### src/rtl/lrbs_pkg.sv
package lrbs_pkg;

    // Input mode codes
    localparam logic [2:0] MODE_TICK   = 3'd0;
    localparam logic [2:0] MODE_GOT    = 3'd1;
    localparam logic [2:0] MODE_DISC   = 3'd2;
    localparam logic [2:0] MODE_LOST   = 3'd3;
    localparam logic [2:0] MODE_FORCE  = 3'd4;
    localparam logic [2:0] MODE_BOOT   = 3'd5;

    // Configuration register indexes
    localparam int unsigned CFG_ADDR_W = 1;
    localparam logic [CFG_ADDR_W-1:0] CFG_GIVE_UP    = 1'd0;
    localparam logic [CFG_ADDR_W-1:0] CFG_MIN_UPTIME = 1'd1;

    localparam logic [15:0] GIVE_UP_RST    = 16'd60000;
    localparam logic [15:0] MIN_UPTIME_RST = 16'd5000;

    // Backoff ladder
    localparam logic [2:0] LADDER_TOP = 3'd5;

    localparam int unsigned QUEUE_DEPTH_DEF = 2;

    // Operation after classification
    typedef enum logic [2:0] {
        OP_NONE,
        OP_TICK,
        OP_GOT,
        OP_DROP,
        OP_FORCE,
        OP_BOOT
    } op_t;

    // One queued item
    typedef struct packed {
        op_t         op;
        logic        keep_reason;
        logic [31:0] now_ms;
        logic [7:0]  reason_code;
    } entry_t;

    // Queue status towards the front and back ends
    typedef struct packed {
        logic empty;
        logic full;
    } queue_stat_t;

    // One result item
    typedef struct packed {
        logic        reconnect_now;
        logic        throttled;
        logic        report_outage;
        logic        report_recovery;
        logic        refresh_naming;
        logic        link_up;
        logic [7:0]  last_reason;
        logic [15:0] backoff_ms;
        logic [31:0] connected_at;
        logic [31:0] disconnected_at;
    } result_t;

    function automatic logic [15:0] ladder_ms(input logic [2:0] step);
        logic [15:0] ms;
        unique case (step)
            3'd0:    ms = 16'd0;
            3'd1:    ms = 16'd1000;
            3'd2:    ms = 16'd2000;
            3'd3:    ms = 16'd5000;
            3'd4:    ms = 16'd15000;
            default: ms = 16'd60000;
        endcase
        return ms;
    endfunction

endpackage

### src/rtl/lrbs_if.sv
interface lrbs_in_if;
    logic        valid;
    logic        ready;
    logic [2:0]  mode;
    logic [31:0] now_ms;
    logic [7:0]  reason_code;

    modport source (output valid, mode, now_ms, reason_code, input ready);
    modport sink   (input valid, mode, now_ms, reason_code, output ready);
endinterface

interface lrbs_out_if;
    logic        valid;
    logic        ready;
    logic        reconnect_now;
    logic        throttled;
    logic        report_outage;
    logic        report_recovery;
    logic        refresh_naming;
    logic        link_up;
    logic [7:0]  last_reason;
    logic [15:0] backoff_ms;
    logic [31:0] connected_at;
    logic [31:0] disconnected_at;

    modport source (output valid, reconnect_now, throttled, report_outage, report_recovery,
                    refresh_naming, link_up, last_reason, backoff_ms, connected_at,
                    disconnected_at, input ready);
    modport sink   (input valid, reconnect_now, throttled, report_outage, report_recovery,
                    refresh_naming, link_up, last_reason, backoff_ms, connected_at,
                    disconnected_at, output ready);
endinterface

interface lrbs_cfg_if;
    logic                            valid;
    logic                            ready;
    logic [lrbs_pkg::CFG_ADDR_W-1:0] addr;
    logic [15:0]                     data;

    modport source (output valid, addr, data, input ready);
    modport sink   (input valid, addr, data, output ready);
endinterface

### src/rtl/lrbs_front.sv
module lrbs_front (
    lrbs_in_if.sink           in_ch,
    input  logic              q_full,
    output logic              q_push,
    output lrbs_pkg::entry_t  q_entry
);

    lrbs_pkg::op_t op;

    // Classify the incoming mode
    always_comb
    begin
        unique case (in_ch.mode)
            lrbs_pkg::MODE_TICK:  op = lrbs_pkg::OP_TICK;
            lrbs_pkg::MODE_GOT:   op = lrbs_pkg::OP_GOT;
            lrbs_pkg::MODE_DISC:  op = lrbs_pkg::OP_DROP;
            lrbs_pkg::MODE_LOST:  op = lrbs_pkg::OP_DROP;
            lrbs_pkg::MODE_FORCE: op = lrbs_pkg::OP_FORCE;
            lrbs_pkg::MODE_BOOT:  op = lrbs_pkg::OP_BOOT;
            default:              op = lrbs_pkg::OP_NONE;
        endcase
    end

    // Accept whenever the queue has room
    assign in_ch.ready         = !q_full;
    assign q_push              = in_ch.valid && !q_full;
    assign q_entry.op          = op;
    assign q_entry.keep_reason = (in_ch.mode == lrbs_pkg::MODE_DISC);
    assign q_entry.now_ms      = in_ch.now_ms;
    assign q_entry.reason_code = in_ch.reason_code;

endmodule

### src/rtl/lrbs_queue.sv
module lrbs_queue #(
    parameter int unsigned DEPTH = lrbs_pkg::QUEUE_DEPTH_DEF
) (
    input  logic                  clk,
    input  logic                  rst_n,
    input  logic                  push,
    input  lrbs_pkg::entry_t      push_entry,
    input  logic                  pop,
    output lrbs_pkg::entry_t      pop_entry,
    output lrbs_pkg::queue_stat_t stat
);

    localparam int unsigned PTR_W = (DEPTH > 1) ? $clog2(DEPTH) : 1;
    localparam int unsigned CNT_W = $clog2(DEPTH + 1);

    lrbs_pkg::entry_t mem_reg [DEPTH];
    logic [PTR_W-1:0] wr_ptr_reg, wr_ptr_next;
    logic [PTR_W-1:0] rd_ptr_reg, rd_ptr_next;
    logic [CNT_W-1:0] count_reg, count_next;
    logic             do_push, do_pop;

    assign stat.empty = (count_reg == '0);
    assign stat.full  = (count_reg == CNT_W'(DEPTH));
    assign do_push    = push && !stat.full;
    assign do_pop     = pop && !stat.empty;
    assign pop_entry  = mem_reg[rd_ptr_reg];

    // Advance pointers and occupancy
    always_comb
    begin
        wr_ptr_next = wr_ptr_reg;
        rd_ptr_next = rd_ptr_reg;
        count_next  = count_reg;
        if (do_push)
        begin
            wr_ptr_next = (wr_ptr_reg == PTR_W'(DEPTH - 1)) ? '0 : wr_ptr_reg + 1'b1;
        end
        if (do_pop)
        begin
            rd_ptr_next = (rd_ptr_reg == PTR_W'(DEPTH - 1)) ? '0 : rd_ptr_reg + 1'b1;
        end
        if (do_push && !do_pop)
        begin
            count_next = count_reg + 1'b1;
        end
        else if (do_pop && !do_push)
        begin
            count_next = count_reg - 1'b1;
        end
    end

    always_ff @(posedge clk or negedge rst_n)
    begin
        if (!rst_n)
        begin
            wr_ptr_reg <= '0;
            rd_ptr_reg <= '0;
            count_reg  <= '0;
        end
        else
        begin
            wr_ptr_reg <= wr_ptr_next;
            rd_ptr_reg <= rd_ptr_next;
            count_reg  <= count_next;
        end
    end

    // Store entries
    always_ff @(posedge clk)
    begin
        if (do_push)
        begin
            mem_reg[wr_ptr_reg] <= push_entry;
        end
    end

endmodule

### src/rtl/lrbs_back.sv
module lrbs_back (
    input  logic                  clk,
    input  logic                  rst_n,
    input  lrbs_pkg::entry_t      q_entry,
    input  lrbs_pkg::queue_stat_t q_stat,
    output logic                  q_pop,
    lrbs_cfg_if.sink              cfg_ch,
    lrbs_out_if.source            out_ch
);

    // Configuration
    logic [15:0] give_up_reg, give_up_next;
    logic [15:0] min_up_reg, min_up_next;

    // Link state
    logic        up_reg, up_next;
    logic        seen_up_reg, seen_up_next;
    logic [31:0] up_since_reg, up_since_next;
    logic [31:0] down_since_reg, down_since_next;
    logic        pend_rebind_reg, pend_rebind_next;
    logic        pend_rec_reg, pend_rec_next;
    logic        pend_out_reg, pend_out_next;
    logic [7:0]  reason_reg, reason_next;
    logic [2:0]  step_reg, step_next;
    logic [31:0] next_try_reg, next_try_next;

    // Output register
    logic              out_valid_reg, out_valid_next;
    lrbs_pkg::result_t out_reg, out_next;

    logic [31:0] now;
    logic [31:0] since_up;
    logic [31:0] since_try;
    logic        blocks;
    logic [2:0]  fire_base;
    logic [2:0]  fire_step;
    logic [31:0] fire_at;
    logic        rc, thr, rep_out, rep_rec, refresh;

    assign cfg_ch.ready = 1'b1;

    // Take the head item when the output register is free or draining
    assign q_pop = !q_stat.empty && (!out_valid_reg || out_ch.ready);
    assign now   = q_entry.now_ms;

    // Shared time compares and ladder advance
    assign since_up  = now - up_since_reg;
    assign since_try = now - next_try_reg;
    assign blocks    = (step_reg != 3'd0) && since_try[31];
    assign fire_base = (q_entry.op == lrbs_pkg::OP_TICK && pend_rec_reg) ? 3'd0 : step_reg;
    assign fire_step = (fire_base >= lrbs_pkg::LADDER_TOP) ? lrbs_pkg::LADDER_TOP
                                                          : fire_base + 3'd1;
    assign fire_at   = now + {16'd0, lrbs_pkg::ladder_ms(fire_step)};

    // Execute one item
    always_comb
    begin
        up_next          = up_reg;
        seen_up_next     = seen_up_reg;
        up_since_next    = up_since_reg;
        down_since_next  = down_since_reg;
        pend_rebind_next = pend_rebind_reg;
        pend_rec_next    = pend_rec_reg;
        pend_out_next    = pend_out_reg;
        reason_next      = reason_reg;
        step_next        = step_reg;
        next_try_next    = next_try_reg;
        rc               = 1'b0;
        thr              = 1'b0;
        rep_out          = 1'b0;
        rep_rec          = 1'b0;
        refresh          = 1'b0;

        unique case (q_entry.op)
            lrbs_pkg::OP_TICK:
            begin
                rep_out          = pend_out_reg;
                pend_out_next    = 1'b0;
                rep_rec          = pend_rec_reg;
                pend_rec_next    = 1'b0;
                refresh          = pend_rebind_reg;
                pend_rebind_next = 1'b0;
                if (pend_rec_reg)
                begin
                    step_next     = 3'd0;
                    next_try_next = 32'd0;
                end
                if (!up_reg && seen_up_reg && (since_up >= {16'd0, give_up_reg})
                    && !(blocks && !pend_rec_reg))
                begin
                    rc            = 1'b1;
                    step_next     = fire_step;
                    next_try_next = fire_at;
                end
            end
            lrbs_pkg::OP_GOT:
            begin
                if (!up_reg)
                begin
                    up_next          = 1'b1;
                    seen_up_next     = 1'b1;
                    up_since_next    = now;
                    pend_rebind_next = 1'b1;
                    pend_rec_next    = 1'b1;
                end
            end
            lrbs_pkg::OP_DROP:
            begin
                if (q_entry.keep_reason)
                begin
                    reason_next = q_entry.reason_code;
                end
                if (up_reg)
                begin
                    up_next         = 1'b0;
                    down_since_next = now;
                    if (seen_up_reg && (since_up > {16'd0, min_up_reg}))
                    begin
                        pend_out_next = 1'b1;
                    end
                end
            end
            lrbs_pkg::OP_FORCE:
            begin
                if (blocks)
                begin
                    thr = 1'b1;
                end
                else
                begin
                    rc            = 1'b1;
                    step_next     = fire_step;
                    next_try_next = fire_at;
                end
            end
            lrbs_pkg::OP_BOOT:
            begin
                up_next          = 1'b1;
                seen_up_next     = 1'b1;
                up_since_next    = now;
                pend_rebind_next = 1'b1;
            end
            default:
            begin
            end
        endcase
    end

    // Build the result and hold it until transferred
    always_comb
    begin
        out_valid_next = out_valid_reg && !out_ch.ready;
        out_next       = out_reg;
        if (q_pop)
        begin
            out_valid_next           = 1'b1;
            out_next.reconnect_now   = rc;
            out_next.throttled       = thr;
            out_next.report_outage   = rep_out;
            out_next.report_recovery = rep_rec;
            out_next.refresh_naming  = refresh;
            out_next.link_up         = up_next;
            out_next.last_reason     = reason_next;
            out_next.backoff_ms      = lrbs_pkg::ladder_ms(step_next);
            out_next.connected_at    = up_since_next;
            out_next.disconnected_at = down_since_next;
        end
    end

    // Configuration writes
    always_comb
    begin
        give_up_next = give_up_reg;
        min_up_next  = min_up_reg;
        if (cfg_ch.valid)
        begin
            unique case (cfg_ch.addr)
                lrbs_pkg::CFG_GIVE_UP:    give_up_next = cfg_ch.data;
                lrbs_pkg::CFG_MIN_UPTIME: min_up_next  = cfg_ch.data;
                default:
                begin
                end
            endcase
        end
    end

    always_ff @(posedge clk or negedge rst_n)
    begin
        if (!rst_n)
        begin
            give_up_reg     <= lrbs_pkg::GIVE_UP_RST;
            min_up_reg      <= lrbs_pkg::MIN_UPTIME_RST;
            up_reg          <= 1'b0;
            seen_up_reg     <= 1'b0;
            up_since_reg    <= 32'd0;
            down_since_reg  <= 32'd0;
            pend_rebind_reg <= 1'b0;
            pend_rec_reg    <= 1'b0;
            pend_out_reg    <= 1'b0;
            reason_reg      <= 8'd0;
            step_reg        <= 3'd0;
            next_try_reg    <= 32'd0;
            out_valid_reg   <= 1'b0;
        end
        else
        begin
            give_up_reg   <= give_up_next;
            min_up_reg    <= min_up_next;
            out_valid_reg <= out_valid_next;
            if (q_pop)
            begin
                up_reg          <= up_next;
                seen_up_reg     <= seen_up_next;
                up_since_reg    <= up_since_next;
                down_since_reg  <= down_since_next;
                pend_rebind_reg <= pend_rebind_next;
                pend_rec_reg    <= pend_rec_next;
                pend_out_reg    <= pend_out_next;
                reason_reg      <= reason_next;
                step_reg        <= step_next;
                next_try_reg    <= next_try_next;
            end
        end
    end

    always_ff @(posedge clk)
    begin
        out_reg <= out_next;
    end

    assign out_ch.valid           = out_valid_reg;
    assign out_ch.reconnect_now   = out_reg.reconnect_now;
    assign out_ch.throttled       = out_reg.throttled;
    assign out_ch.report_outage   = out_reg.report_outage;
    assign out_ch.report_recovery = out_reg.report_recovery;
    assign out_ch.refresh_naming  = out_reg.refresh_naming;
    assign out_ch.link_up         = out_reg.link_up;
    assign out_ch.last_reason     = out_reg.last_reason;
    assign out_ch.backoff_ms      = out_reg.backoff_ms;
    assign out_ch.connected_at    = out_reg.connected_at;
    assign out_ch.disconnected_at = out_reg.disconnected_at;

endmodule

### src/rtl/link_reconnect_backoff_supervisor_core.sv
// Channel   Role  Transfer when        Carries
// in_ch     sink  valid && ready       mode, now_ms, reason_code
// out_ch    src   valid && ready       pulses, link_up, last_reason, backoff, timestamps
// cfg_ch    sink  valid && ready       addr (register index), data
//
// One item per cycle while out_ch.ready stays high; an item is registered in the queue,
// then its result in the output register, which holds it until out_ch.ready.
// The queue of QUEUE_DEPTH entries lets the front keep accepting while a result
// waits; in_ch.ready falls only when the queue is full.
// Reset clears all link state and loads the register defaults; no clearing pass.
module link_reconnect_backoff_supervisor_core #(
    parameter int unsigned QUEUE_DEPTH = lrbs_pkg::QUEUE_DEPTH_DEF
) (
    input  logic        clk,
    input  logic        rst_n,
    lrbs_in_if.sink     in_ch,
    lrbs_out_if.source  out_ch,
    lrbs_cfg_if.sink    cfg_ch
);

    logic                  q_push;
    logic                  q_pop;
    lrbs_pkg::entry_t      push_entry;
    lrbs_pkg::entry_t      pop_entry;
    lrbs_pkg::queue_stat_t q_stat;

    lrbs_front u_front (
        .in_ch   (in_ch),
        .q_full  (q_stat.full),
        .q_push  (q_push),
        .q_entry (push_entry)
    );

    lrbs_queue #(
        .DEPTH (QUEUE_DEPTH)
    ) u_queue (
        .clk        (clk),
        .rst_n      (rst_n),
        .push       (q_push),
        .push_entry (push_entry),
        .pop        (q_pop),
        .pop_entry  (pop_entry),
        .stat       (q_stat)
    );

    lrbs_back u_back (
        .clk     (clk),
        .rst_n   (rst_n),
        .q_entry (pop_entry),
        .q_stat  (q_stat),
        .q_pop   (q_pop),
        .cfg_ch  (cfg_ch),
        .out_ch  (out_ch)
    );

`ifndef SYNTH
    // A result never both fires and refuses a reconnect
    a_pulse_excl: assert property (@(posedge clk) disable iff (!rst_n)
        out_ch.valid |-> !(out_ch.reconnect_now && out_ch.throttled))
        else $error("reconnect and throttle raised together");

    // Backoff never exceeds the ladder's top
    a_backoff_max: assert property (@(posedge clk) disable iff (!rst_n)
        out_ch.valid |-> (out_ch.backoff_ms <= 16'd60000))
        else $error("backoff beyond ladder top");

    // Queue cannot be empty and full at once
    a_queue_stat: assert property (@(posedge clk) disable iff (!rst_n)
        !(q_stat.empty && q_stat.full))
        else $error("queue status inconsistent");

    // A pop only happens while the queue is non-empty
    a_pop_valid: assert property (@(posedge clk) disable iff (!rst_n)
        q_pop |-> !q_stat.empty)
        else $error("pop from empty queue");
`endif

endmodule
### src/flat_wrapper.sv
// flat-port wrapper written by rule: the top's interface ports become plain ports
module link_reconnect_backoff_supervisor_core_flat 
#(
    parameter int unsigned QUEUE_DEPTH = lrbs_pkg::QUEUE_DEPTH_DEF
)
  (clk, rst_n, in_ch_valid, in_ch_mode, in_ch_now_ms, in_ch_reason_code, in_ch_ready, out_ch_valid, out_ch_reconnect_now, out_ch_throttled, out_ch_report_outage, out_ch_report_recovery, out_ch_refresh_naming, out_ch_link_up, out_ch_last_reason, out_ch_backoff_ms, out_ch_connected_at, out_ch_disconnected_at, out_ch_ready, cfg_ch_valid, cfg_ch_addr, cfg_ch_data, cfg_ch_ready);
  lrbs_in_if in_ch_i ();
  lrbs_out_if out_ch_i ();
  lrbs_cfg_if cfg_ch_i ();
  input  logic clk;
  input  logic rst_n;
  input wire logic [$bits(in_ch_i.valid)-1:0] in_ch_valid;
  input wire logic [$bits(in_ch_i.mode)-1:0] in_ch_mode;
  input wire logic [$bits(in_ch_i.now_ms)-1:0] in_ch_now_ms;
  input wire logic [$bits(in_ch_i.reason_code)-1:0] in_ch_reason_code;
  output wire logic [$bits(in_ch_i.ready)-1:0] in_ch_ready;
  output wire logic [$bits(out_ch_i.valid)-1:0] out_ch_valid;
  output wire logic [$bits(out_ch_i.reconnect_now)-1:0] out_ch_reconnect_now;
  output wire logic [$bits(out_ch_i.throttled)-1:0] out_ch_throttled;
  output wire logic [$bits(out_ch_i.report_outage)-1:0] out_ch_report_outage;
  output wire logic [$bits(out_ch_i.report_recovery)-1:0] out_ch_report_recovery;
  output wire logic [$bits(out_ch_i.refresh_naming)-1:0] out_ch_refresh_naming;
  output wire logic [$bits(out_ch_i.link_up)-1:0] out_ch_link_up;
  output wire logic [$bits(out_ch_i.last_reason)-1:0] out_ch_last_reason;
  output wire logic [$bits(out_ch_i.backoff_ms)-1:0] out_ch_backoff_ms;
  output wire logic [$bits(out_ch_i.connected_at)-1:0] out_ch_connected_at;
  output wire logic [$bits(out_ch_i.disconnected_at)-1:0] out_ch_disconnected_at;
  input wire logic [$bits(out_ch_i.ready)-1:0] out_ch_ready;
  input wire logic [$bits(cfg_ch_i.valid)-1:0] cfg_ch_valid;
  input wire logic [$bits(cfg_ch_i.addr)-1:0] cfg_ch_addr;
  input wire logic [$bits(cfg_ch_i.data)-1:0] cfg_ch_data;
  output wire logic [$bits(cfg_ch_i.ready)-1:0] cfg_ch_ready;
  assign in_ch_i.valid = in_ch_valid;
  assign in_ch_i.mode = in_ch_mode;
  assign in_ch_i.now_ms = in_ch_now_ms;
  assign in_ch_i.reason_code = in_ch_reason_code;
  assign in_ch_ready = in_ch_i.ready;
  assign out_ch_valid = out_ch_i.valid;
  assign out_ch_reconnect_now = out_ch_i.reconnect_now;
  assign out_ch_throttled = out_ch_i.throttled;
  assign out_ch_report_outage = out_ch_i.report_outage;
  assign out_ch_report_recovery = out_ch_i.report_recovery;
  assign out_ch_refresh_naming = out_ch_i.refresh_naming;
  assign out_ch_link_up = out_ch_i.link_up;
  assign out_ch_last_reason = out_ch_i.last_reason;
  assign out_ch_backoff_ms = out_ch_i.backoff_ms;
  assign out_ch_connected_at = out_ch_i.connected_at;
  assign out_ch_disconnected_at = out_ch_i.disconnected_at;
  assign out_ch_i.ready = out_ch_ready;
  assign cfg_ch_i.valid = cfg_ch_valid;
  assign cfg_ch_i.addr = cfg_ch_addr;
  assign cfg_ch_i.data = cfg_ch_data;
  assign cfg_ch_ready = cfg_ch_i.ready;
  link_reconnect_backoff_supervisor_core #(.QUEUE_DEPTH(QUEUE_DEPTH)) u_core (.clk(clk), .rst_n(rst_n), .in_ch(in_ch_i), .out_ch(out_ch_i), .cfg_ch(cfg_ch_i));
endmodule
### config.mk
export PLATFORM = sky130hd
export DESIGN_NAME = link_reconnect_backoff_supervisor_core_flat
export DESIGN_NICKNAME = d
export VERILOG_FILES = /design/src/rtl/lrbs_pkg.sv /design/src/rtl/lrbs_if.sv /design/src/rtl/lrbs_front.sv /design/src/rtl/lrbs_queue.sv /design/src/rtl/lrbs_back.sv /design/src/rtl/link_reconnect_backoff_supervisor_core.sv /design/src/flat_wrapper.sv
export SDC_FILE = /design/constraint.sdc
export NUM_CORES = 1
export LEC_CHECK = 0
export ABC_AREA = 1
export BUFFER_PORTS_ARGS = -buffer_cell sky130_fd_sc_hd__buf_2
export CORE_MARGIN = 4
export CORE_UTILIZATION = 54
export CTS_BUF_LIST = sky130_fd_sc_hd__clkbuf_16
export DETAILED_ROUTE_END_ITERATION = 12
export PLACE_DENSITY = 0.75
export SYNTH_ARGS = -nofsm -noshare
export SYNTH_HDL_FRONTEND = slang
export SYNTH_SLANG_ARGS = --single-unit
### constraint.sdc
create_clock -name clk -period 9.55 [get_ports clk]
set_input_delay 1.4325 -clock clk [delete_from_list [all_inputs] [get_ports clk]]
set_output_delay 1.4325 -clock clk [all_outputs]
set_load 0.01 [all_outputs]
Word level (Yosys, flattened, before mapping) --
Memory sizes are Yosys's and may differ from the RTL's. Index checks and enable logic that the tools add are counted.
Operators by class: add/subtract/negate cells 8, multiply operators 0, div/mod/pow operators 0, order comparisons 3, equal/unequal tests 24, shifts and indexed selects 0, multiplexer cells 38, bitwise logic cells 1, reduce and logical (&&, ||, !) cells 44
Operator list (number):
- 2-to-1 mux 32 bit | 6
- one-hot mux 16 bit (5 select lines) | 2
- one-hot mux 32 bit (2 select lines) | 2
- subtractor 32 bit | 2
- adder 32 x 16 -> 32 bit | 1
- greater-or-equal comparator 32 x 16 -> 1 bit | 1
- greater-than comparator 32 x 16 -> 1 bit | 1
- == test 3 x 2 -> 1 bit, second input constant | 8
- == test 3 bit, second input constant | 6
- 2-to-1 mux 8 bit | 2
- 2-to-1 mux 3 bit | 5
- one-hot mux 3 bit (5 select lines) | 1
- logical AND 1 bit | 14
- == test 3 x 1 -> 1 bit, second input constant | 4
- 2-to-1 mux 1 bit | 11
- one-hot mux 1 bit (2 select lines) | 5
- nonzero test 2 bit | 5
- logical NOT 1 bit | 9
- logical NOT 3 bit | 3
- AND reduction 3 bit | 3
- != test 2 bit, second input constant | 4
- AND reduction 4 bit | 2
- one-hot mux 3 bit (2 select lines) | 1
- nonzero test 3 bit | 2
- 14 further kinds | 18
Word-level totals: register bits 243, bits in latches 0, bits in writable memories 88, memory bits (read-only) 0, bits of input ports 65, output and inout port bits 97, memories kept 1
Memory list:
- u_core.u_queue.mem_reg | words 2, width 44, rd ports 1, clocked after memory_dff 0, wr ports 1, RTL line lrbs_queue.sv:16 | lrbs_pkg::entry_t mem_reg [DEPTH];

Depth between registers and ports, before layout --
An unclocked memory read counts as a cell.
depth after elaboration 11, depth in mapped cells 35

Modules after synthesis --
From an unflattened synthesis, not the netlist that was laid out.
Unflattened totals: cell total of the unflattened synthesis 2143, area total of the unflattened synthesis 18151.2 sq um
By module, submodules not included:
- lrbs_back | times used 1, cells each 1829, area each 14353.8 sq um, sequential area each 6316.1 sq um
- lrbs_queue | times used 1, cells each 261, area each 3440.8 sq um, sequential area each 2742.6 sq um
- lrbs_front | times used 1, cells each 53, area each 356.6 sq um, sequential area each 0.0 sq um

Least setup slack after synthesis --
Ideal clock, no wire load.
kind input-to-reg, from input port out_ch_ready, to register u_core.u_back.out_reg (netlist bit u_core.u_back.out_ch.backoff_ms[10]), enable pin, arrival 4.376 ns, required time 9.062 ns, path slack 4.686 ns, stages on the path 5, buffers on the path 1, cells stage by stage inv_1 > nand2_1 > o21ai_1 > clkinv_1 > clkbuf_1
Between the ends: longest elaborated chain between the ends 2
Ends and longest elaborated chain:
- from (decl) | RTL line flat_wrapper.sv:28 | input wire logic [$bits(out_ch_i.ready)-1:0] out_ch_ready;
- logical OR 1 bit | RTL line lrbs_back.sv:43 | assign q_pop = !q_stat.empty && (!out_valid_reg || out_ch.ready);
- logical AND 1 bit | RTL line lrbs_back.sv:43
- via u_core.q_pop | RTL line link_reconnect_backoff_supervisor_core.sv:22 | logic q_pop;
- to (signal assigned) | RTL line lrbs_back.sv:228 | out_reg <= out_next;
- to (decl) | RTL line lrbs_back.sv:29 | lrbs_pkg::result_t out_reg, out_next;
The timed path passes the listed nets, and every way through them passes these cells. A chain may end at the register's enable or synchronous reset.

Final worst setup path --
from register u_core.u_queue.rd_ptr_reg, to register u_core.u_back.next_try_reg[25]
Between the ends: longest elaborated chain between the ends 11, elaborated cells between the ends (all ways) 30, those cells by class add/sub (4); order compare (2); eq/ne (8); mux (6); reduce/logical (9); memory (1)
Ends and longest elaborated chain:
- from (decl) | RTL line lrbs_queue.sv:18 | logic [PTR_W-1:0] rd_ptr_reg, rd_ptr_next;
- from (signal assigned) | RTL line lrbs_queue.sv:63 | rd_ptr_reg <= rd_ptr_next;
- memory read (2 x 44 bit) *
- == test 3 x 1 -> 1 bit | RTL line lrbs_back.sv:50, lrbs_back.sv:74
- logical AND 1 bit | RTL line lrbs_back.sv:50 | assign fire_base = (q_entry.op == lrbs_pkg::OP_TICK && pend_rec_reg) ? 3'd0 : step_reg;
- 2-to-1 mux 3 bit | RTL line lrbs_back.sv:50
- adder 3 x 1 -> 3 bit or greater-or-equal comparator 3 bit (tied branches) | RTL line lrbs_back.sv:52, lrbs_back.sv:51
- 2-to-1 mux 3 bit | RTL line lrbs_back.sv:51 | assign fire_step = (fire_base >= lrbs_pkg::LADDER_TOP) ? lrbs_pkg::LADDER_TOP
- == test 3 bit (tied with other cells) | RTL line lrbs_pkg.sv:64 | unique case (step)
- one-hot mux 16 bit (5 select lines) | RTL line lrbs_pkg.sv:64
- adder 32 x 16 -> 32 bit | RTL line lrbs_back.sv:53 | assign fire_at = now + {16'd0, lrbs_pkg::ladder_ms(fire_step)};
- 2-to-1 mux 32 bit (on tied branches) | RTL line lrbs_back.sv:125, lrbs_back.sv:88
- one-hot mux 32 bit (2 select lines) | RTL line lrbs_back.sv:74 | unique case (q_entry.op)
- to (signal assigned) | RTL line lrbs_back.sv:221 | next_try_reg <= next_try_next;
- to (decl) | RTL line lrbs_back.sv:25 | logic [31:0] next_try_reg, next_try_next;
Every way passes the cells marked *; elsewhere a longest branch is shown, timed or not. The select of a mux whose other input is x is not followed.

==> metrics <==
htree depth=2; Fin Hold WS=479 ps; CP delay by family, top=compound AO/OA/AOI/OAI gates; Max-cap violations=0; Gates resized, CTS repair=0; global-route usage over all layers=0.243; port buffer count=between 150 and 200; max-slew violation count=0; Rel. slew slack=0.326; final period utilization=0.587; Clk pin slew, worst setup/hold paths=about 60 ps; die height=189 µm; Yosys top cell area share=0.299; post-DR wirelength/cell=~16 µm; hpwl dp=31.6 mm; clk sinks=about 330; Die ar.=between 30000 and 40000 µm²; Fill cells=2766; global route total overflow=0; Remaining DRCs=0; Total Wirelength=between 40 and 50 mm; Largest register FFs=around 90; ratio of cells with drive above 1 in the final layout=0.133; Slowest-stage cell, CP=fa_1; vias per cell=5.34; Worst Path Buf+Inv=6; clock tree buffer depth=3; IO Pins=162; sequential-to-total area share from yosys stat=0.510; clock root cell=clkbuf_16; Area Overhead vs Synth=13.8%; Post-synth EDFFs=between 150 and 200; met2 GRT Util=0.411; Hold Crit Class=reg -> reg; ys flop type=edfxtp_1; first-pass GRT wire length=about 70 mm; top cells by area, synth=edfxtp_1 (30%), dfrtp_1 (19%), nand2_1 (12%), ha_1 (7.8%), inv_1 (7.0%); status=finished clean; RePlAce Congestion=~1; DRT antenna net count=0; Setup violations, final=0; crit-path max FO=35; Crit Path Category=reg -> reg; Min Clock Period, post-route=5610 ps; starting density of the core=0.546; crit end category=flop; most crowded layer after global routing=met2; largest net degree at the start of global routing=94; Cell Rows=66; total CTS buffers=37; Post-Syn Area per Cell=roughly 8.6 µm²; maximum clock frequency=roughly 0.18 GHz; worst-skew pair later-pin latency=between 500 and 600 ps; Horiz. Die Dim=roughly 190 µm; Yosys warning count=0; Worst path max stage delay=420 ps; RSZ-0062 raised after global routing=no; Worst Tran Pin Value=slightly above 1000 ps; ys async rst share=0.457; area leader, netlist=edfxtp_1; core area=32500 µm²; Post-Syn Area=between 15000 and 20000 µm²; Core Util, Final=0.621; final setup TNS=0 ps; CTS tree=yes; Distinct cells, synth=53; Setup crit start kind=flop; clk_skew=around 20 ps; #FFs+latches synth=~330; first-pass detailed-route iteration total=7; GRT met3 Usage=0.0468; vias in the first global route=between 10000 and 15000; antenna violations before repair=3; Initial DRC Count=around 1000; synthesized netlist cell count=just over 2000; Final Hold Fails=0; via count=roughly 14000; CP arrival=between 5000 and 6000 ps; Worst EP required=between 9000 and 10000 ps; Layout Nets=2394; GRT met1 Usage=0.318; CTS Hold Bufs=0; Post-CTS Setup Inserts=0
-- per-stage QoR --
step / instances / setup WS (ps) / cell area [µm²]
floorplan: 2064 / 4690 / 17800
global placement: 2619 / 4200 / 19000
detailed placement: 2619 / 4040 / 19000
CTS: 2687 / 3960 / 20200
global route: 2687 / 3380 / 20200
finish: 2689 / 3940 / 20200
-- layout by cell type, fill, tap and decap left out, types with 53 or more instances in the layout --
cell type / count
nand2_1: 587
o21ai_0: 169
buf_2: 156
nand3_1: 70
edfxtp_1: 177
o22ai_1: 53
dfrtp_1: 137
a21oi_1: 68
nor2_1: 104
inv_1: 342
ha_1: 111
-- layout make-up --
cell class | count | area [µm²] | area share
inverter | 341 | 1290 | 0.0637
clock buffer | 38 | 951 | 0.0470
timing repair buffer | 168 | 875 | 0.0433
antenna | 2 | 5.00 | 0.000248
sequential | 326 | 9060 | 0.448
multi-input combinational | 1342 | 7230 | 0.357
clock inverter | 30 | 263 | 0.0130
tap | 442 | 553 | 0.0274
-- routing by layer --
layer	vias up	routed length, µm	part of all wire
li1	7026	-	-
met1	6744	18500	0.42
met2	467	21100	0.48
met3	114	3020	0.069
met4	6	1350	0.031
met5	-	34	0.00077
-- path summary, 6_finish.rpt --
path | start | to | slack [ps] | depth (start not counted)
min | u_core.u_back.down_since_reg[29] | u_core.u_back.down_since_reg[29] | 480 | 2
min in group asynchronous | rst_n | u_core.u_back.up_since_reg[0] | 1020 | 1
min reg2reg | u_core.u_back.down_since_reg[29] | u_core.u_back.down_since_reg[29] | 480 | 2
max reg2reg | u_core.u_queue.rd_ptr_reg | u_core.u_back.next_try_reg[25] | 3940 | 33
max in group asynchronous | rst_n | u_core.u_back.up_since_reg[30] | 7260 | 2
max | u_core.u_queue.rd_ptr_reg | u_core.u_back.next_try_reg[25] | 3940 | 33
-- cells by family (layout without fill, tap and decap cells) --
family,Yosys count,in the layout,synth area share
simple gates,859,859,0.202
buf+inv,396,577,0.0860
flops,326,326,0.510
compound gates,323,323,0.0997
fa+ha+maj,113,113,0.0804
xor+xnor,33,33,0.0163
mux,9,9,0.00528
other cells,2,7,0.000423
-- Yosys cell counts (3+ instances only) --
library cell	n
a211oi_1	4
a21boi_0	3
a21o_1	4
a21oi_1	68
buf_2	3
buf_4	7
clkbuf_1	43
dfrtp_1	137
dfstp_2	12
edfxtp_1	177
ha_1	111
inv_1	330
inv_2	7
mux2i_1	8
nand2_1	587
nand2_2	4
nand3_1	70
nand3_2	4
nand3b_1	3
nand4_1	20
nor2_1	107
nor2_2	6
nor3_1	16
nor4_1	5
o21ai_0	169
o21ai_1	6
o21ai_2	4
o22ai_1	53
or2_2	28
xnor2_1	8
xor2_1	25
-- worst reg2reg max path: cells and delay by family (launching register included) --
| family | cells | cell delay [ps] |
|---|---|---|
| AOI/OAI and AO/OA | 10 | 1720 |
| adders and majority gates | 3 | 800 |
| buffers and inverters | 6 | 860 |
| DFF | 1 | 390 |
| and+or+nand+nor | 14 | 1690 |
Power is not shown: default switching activity piles up to over one toggle a cycle in this logic, so the estimate is an artifact.
